$ cat config.mk
export PLATFORM = sky130hd
export DESIGN_NAME = sla_axis
export DESIGN_NICKNAME = d
export VERILOG_FILES = /design/src/sv/sla_pkg.sv /design/src/sv/sla_axis.sv
export SDC_FILE = /design/constraint.sdc
export NUM_CORES = 1
export LEC_CHECK = 0
export BUFFER_PORTS_ARGS = -buffer_cell sky130_fd_sc_hd__buf_2
export CAP_MARGIN = 20
export CORE_UTILIZATION = 45
export DETAILED_ROUTE_END_ITERATION = 6
export GPL_TIMING_DRIVEN = 0
export PLACE_DENSITY = 0.87
export RECOVER_POWER = 50
export SLEW_MARGIN = 30
export SYNTH_ARGS = -nofsm -noshare
export SYNTH_HDL_FRONTEND = slang
export SYNTH_SLANG_ARGS = --single-unit
$ cat constraint.sdc
create_clock -name vclk -period 5.3
set_input_delay 1.59 -clock vclk [all_inputs]
set_output_delay 1.59 -clock vclk [all_outputs]
set_load 0.01 [all_outputs]
$ cat src/sv/sla_pkg.sv
// Shared constants, codes and types for the semi-Lagrangian bilinear advection block.
// No dependencies; every other file of the block but sla_bank imports it.
`default_nettype none

package sla_pkg;

	// Field widths
	localparam int PIDX_W  = 7;   // cell index on the stream
	localparam int VAL_W   = 16;  // Q1.15 cell value
	localparam int VEL_W   = 16;  // Q2.14 velocity
	localparam int DT_W    = 12;  // Q4.8 time step
	localparam int FRAC_W  = 12;  // fractional bits of a traced position
	localparam int PROD_W  = DT_W + 1 + VEL_W;  // dt * v, signed
	localparam int WGT_W   = 2 * FRAC_W + 1;    // one bilinear weight, up to 2^24
	localparam int PP_W    = 2 * FRAC_W + VAL_W; // weighted value and the sum of four

	localparam int IN_DATA_W  = 64;
	localparam int OUT_DATA_W = 16;

	localparam int GRID_SIZE_DEF = 128;
	localparam logic [DT_W-1:0] DT_RESET = DT_W'(256);

	typedef enum logic {
		OP_WRITE  = 1'b0,
		OP_SAMPLE = 1'b1
	} sla_op_t;

	// per-stage control
	typedef struct packed {
		logic valid;
		logic sample;
		logic border;
		logic wr;
	} sla_ctl_t;

	// stage load enables handed to the blend datapath
	typedef struct packed {
		logic s3;
		logic s4;
	} sla_adv_t;

endpackage

`default_nettype wire

$ cat src/sv/sla_axis.sv
// Back-trace along one axis: idx - dt*v, floored to 12 fractional bits, clamped to the grid.
// Depends on sla_pkg.
`default_nettype none

module sla_axis #(
	parameter int GRID_SIZE = sla_pkg::GRID_SIZE_DEF
) (
	input  logic [sla_pkg::PIDX_W-1:0]        idx,
	input  logic signed [sla_pkg::PROD_W-1:0] prod,
	output logic [$clog2(GRID_SIZE)-1:0]      lo,
	output logic [sla_pkg::FRAC_W-1:0]        frac
);
	import sla_pkg::*;

	localparam int IDX_W = $clog2(GRID_SIZE);
	localparam int POS_W = IDX_W + FRAC_W;
	localparam int QW    = PIDX_W + 22 + 2;     // idx at 22 fractional bits, plus sign
	localparam int FW    = QW - 10;             // after flooring to 12 fractional bits
	localparam int PW    = ((POS_W > FW) ? POS_W : FW) + 1;
	localparam logic signed [PW-1:0] TOP_POS = PW'((GRID_SIZE - 1) * (2 ** FRAC_W));

	logic signed [QW-1:0] q;
	logic signed [PW-1:0] p;
	logic [POS_W-1:0]     pos;

	always_comb begin
		q = $signed({2'b00, idx, 22'd0}) - $signed({{(QW - PROD_W){prod[PROD_W-1]}}, prod});
		// dropping 10 low bits of a two's complement value floors it
		p = $signed({{(PW - FW){q[QW-1]}}, q[QW-1:10]});
		priority if (p < 0) begin
			pos = '0;
		end else if (p > TOP_POS) begin
			pos = TOP_POS[POS_W-1:0];
		end else begin
			pos = p[POS_W-1:0];
		end
		lo   = pos[POS_W-1:FRAC_W];
		frac = pos[FRAC_W-1:0];
	end

endmodule

`default_nettype wire

==> metrics.yaml <==
synth:
  mappedNetlistArea_um2: 1111
  post_synth_num_cell_types: 41
  synth_largest_area_cell: "nor4_2"
  synth_fp_nets: 174
  netlist_top_cells_area: "nor4_2 (14%), xnor2_1 (9.5%), ha_1 (9.0%)"
  yosys_warnings: 0
  seq_area_frac_synth_pct: 0
  synth_top_area_share_pct: 13.51
  syn-mean-instance-area_um2: 8.547
  syn_inst: 130
finish:
  drive_gt1_share_pct: 59.50
  nClkBuffers: 0
  seq_area_um2: 0
  fin_area_um2: 1805
  seq_cells: 0
  nets: 246
  fillerInstances: 152
  antenna_cells: 0
  syn_to_final_growth_pct: 62.50
  final_util_pct: 79.33
global_routing:
  overflow: 0
  grt_max_degree: 11
  grt_pass1_vias: 1166
  antenna_found_initial: 0
  grt_first_pass_wirelength_mm: 4.878
  grt_use_total_pct: 22.99
outcome:
  violations: "negative setup slack"
  status: "complete, but fails checks"
worst_hold_path:
  hp-start: "prod[18]"
  min_to: "frac[8]"
  whs_path_depth: 4
  hp-class: "input port to output port"
timing:
  worst_slack_ns: -0.08601
  maxSlewViolCount: 0
  min_period_ns: 5.386
  post-route-period-util_pct: 101.6
  slew_headroom_pct: 68.41
  fmax_mhz: 185.7
  setup_violations: 12
  whs_ns: 3.636
  rsz0062_at_grt: "yes"
  worstMarginPinSlew_ns: 0.4677
  tns_ns: -0.5159
  hold_viol_final: 0
drt:
  via_per_inst: 6.202
  final_antenna_net_count: 0
  routed_wl_mm: 4.099
  detail_route.wl_per_cell_um: 17.98
  vias: 1414
  drt_first_pass_iters: 4
  drc: 0
  drt_iter0_markers: 42
power:
  vdd_drop_max_v: 0.00009823
  finalPower_w: 0.0002343
  p_leak_nw: 0.7640
  p_int_w: 0.0001109
  power_frac_seq_pct: 0
  p_switching_w: 0.0001235
  combPwrFrac_pct: 100.0
  switching_share_pct: 52.69
  clockPowerShare_pct: 0
  p_per_area_nw_per_um2: 129.8
critical_path:
  path_class: "input port to output port"
  worstSetupEndpointType: "output port"
  cp.required_ns: 3.71
  crit_arrival_ns: 3.80
  startpoint_type: "input port"
  path_max_fanout: 6
floorplanning:
  fp.dieH_um: 51.69
  ios: 55
  die_x_um: 51.69
  num_rows: 17
  core_area_um2: 2276
  die_area_um2: 2672
  initial_core_util_pct: 48.82
placed_design:
  portBuffers: 54
  gp_congestion: 0.8931
  dpl.hpwl_mm: 2.425
  placedInstanceArea_um2: 1416
run:
  cap_violations: 0
[how the worst max path moves through the flow]
stage | startpoint | to | slack (ns) | cells past startpoint
4_1_cts | prod[22] | frac[9] | 0.005 | 11
2_1_floorplan | prod[22] | frac[10] | 0.13 | 9
3_5_place_dp | prod[22] | frac[9] | -0.25 | 11
3_3_place_gp | idx[0] | frac[10] | -0.12 | 10
6_report | prod[23] | frac[1] | -0.09 | 12
5_1_grt | prod[23] | frac[1] | -0.13 | 12
[routing by layer]
layer | part of all wire (%) | global-route usage, % | vias to the layer above
met5 | 0 | 0 | -
met4 | 3.0 | 2.703 | 0
met3 | 7.2 | 1.170 | 14
met2 | 52 | 46.32 | 84
met1 | 37 | 26.74 | 675
li1 | - | - | 641
[cell usage after synthesis, types with 2 or more instances]
cell type / count
xor2_1: 7
a21oi_1: 7
nor3_2: 2
xnor2_4: 2
nor4_2: 12
nand4_1: 6
xnor2_1: 12
o21ai_0: 2
inv_1: 13
nor2_1: 6
nor4b_1: 4
nand2_1: 5
a31oi_1: 2
o21ai_1: 2
nor4_1: 3
a21o_1: 2
nor3_1: 3
buf_6: 3
nor2b_1: 2
ha_1: 8
nand2b_1: 3
nor4_4: 3
a21oi_2: 2
a31oi_4: 2
[power by group through the flow]
stage,Clock (W),Combinational [W],Sequential [W]
floorplan,0,0.000113,0
global placement,0,0.000159,0
detailed placement,0,0.000166,0
CTS,0,0.000178,0
global route,0,0.000248,0
finish,0,0.000234,0
[cells in the final DEF (no fill, tap or decap), drive strengths merged, types with 2 or more instances in the layout]
| master | synthesis | routed |
|---|---|---|
| buf | 4 | 73 |
| nor4 | 18 | 18 |
| xnor2 | 14 | 14 |
| inv | 13 | 12 |
| a21oi | 9 | 9 |
| ha | 8 | 8 |
| xor2 | 7 | 7 |
| nand4 | 7 | 7 |
| nor2 | 6 | 6 |
| nand2 | 5 | 5 |
| nor3 | 5 | 5 |
| nor4b | 4 | 4 |
| o21ai | 4 | 4 |
| a31oi | 4 | 4 |
| nand2b | 3 | 3 |
| a21o | 2 | 2 |
| nor2b | 2 | 2 |
[cell families after synthesis]
group	synth area share, %
AO/OA/AOI/OAI	19.59
XOR/XNOR	19.93
AND/OR/NAND/NOR	43.58
buffers and inverters	7.883
adder cells (fa/ha/maj)	9.009
[critical path, stage by stage]
cell and delay, ns:
buf_2 0.10, inv_1 0.09, ha_4 0.23, nor2b_1 0.17
a221oi_1 0.33, o21ai_1 0.15, a311oi_2 0.30, buf_4 0.19
nor4_4 0.06, buf_4 0.16, nor4b_1 0.25, buf_2 0.18
[cell type report]
type,count,area (um^2),area share (%)
tap,28,35.03,1.940
buffer,4,46.29,2.564
multi-input combinational,113,1224,67.78
inverter,13,55.05,3.049
timing repair buffer,70,445.4,24.67
[per-stage QoR]
| stage | worst slack, ns | std cells |
|---|---|---|
| 2_1_floorplan | 0.1345 | 130 |
| 3_3_place_gp | -0.1195 | 212 |
| 3_5_place_dp | -0.2452 | 212 |
| 4_1_cts | 0.005453 | 213 |
| 5_1_grt | -0.1305 | 228 |
| 6_report | -0.08601 | 228 |
[what timing repair did]
| item | 4_1_cts | 5_1_grt |
|---|---|---|
| pin swaps | 3 | 12 |
| endpoints found under the setup margin | 19 | 19 |
| resized for setup | 9 | 32 |
| gates cloned | 0 | 2 |
| hold buffers | 0 | 0 |
| setup buffers | 1 | 13 |
Note: power is estimated with default switching activity, not from simulation.
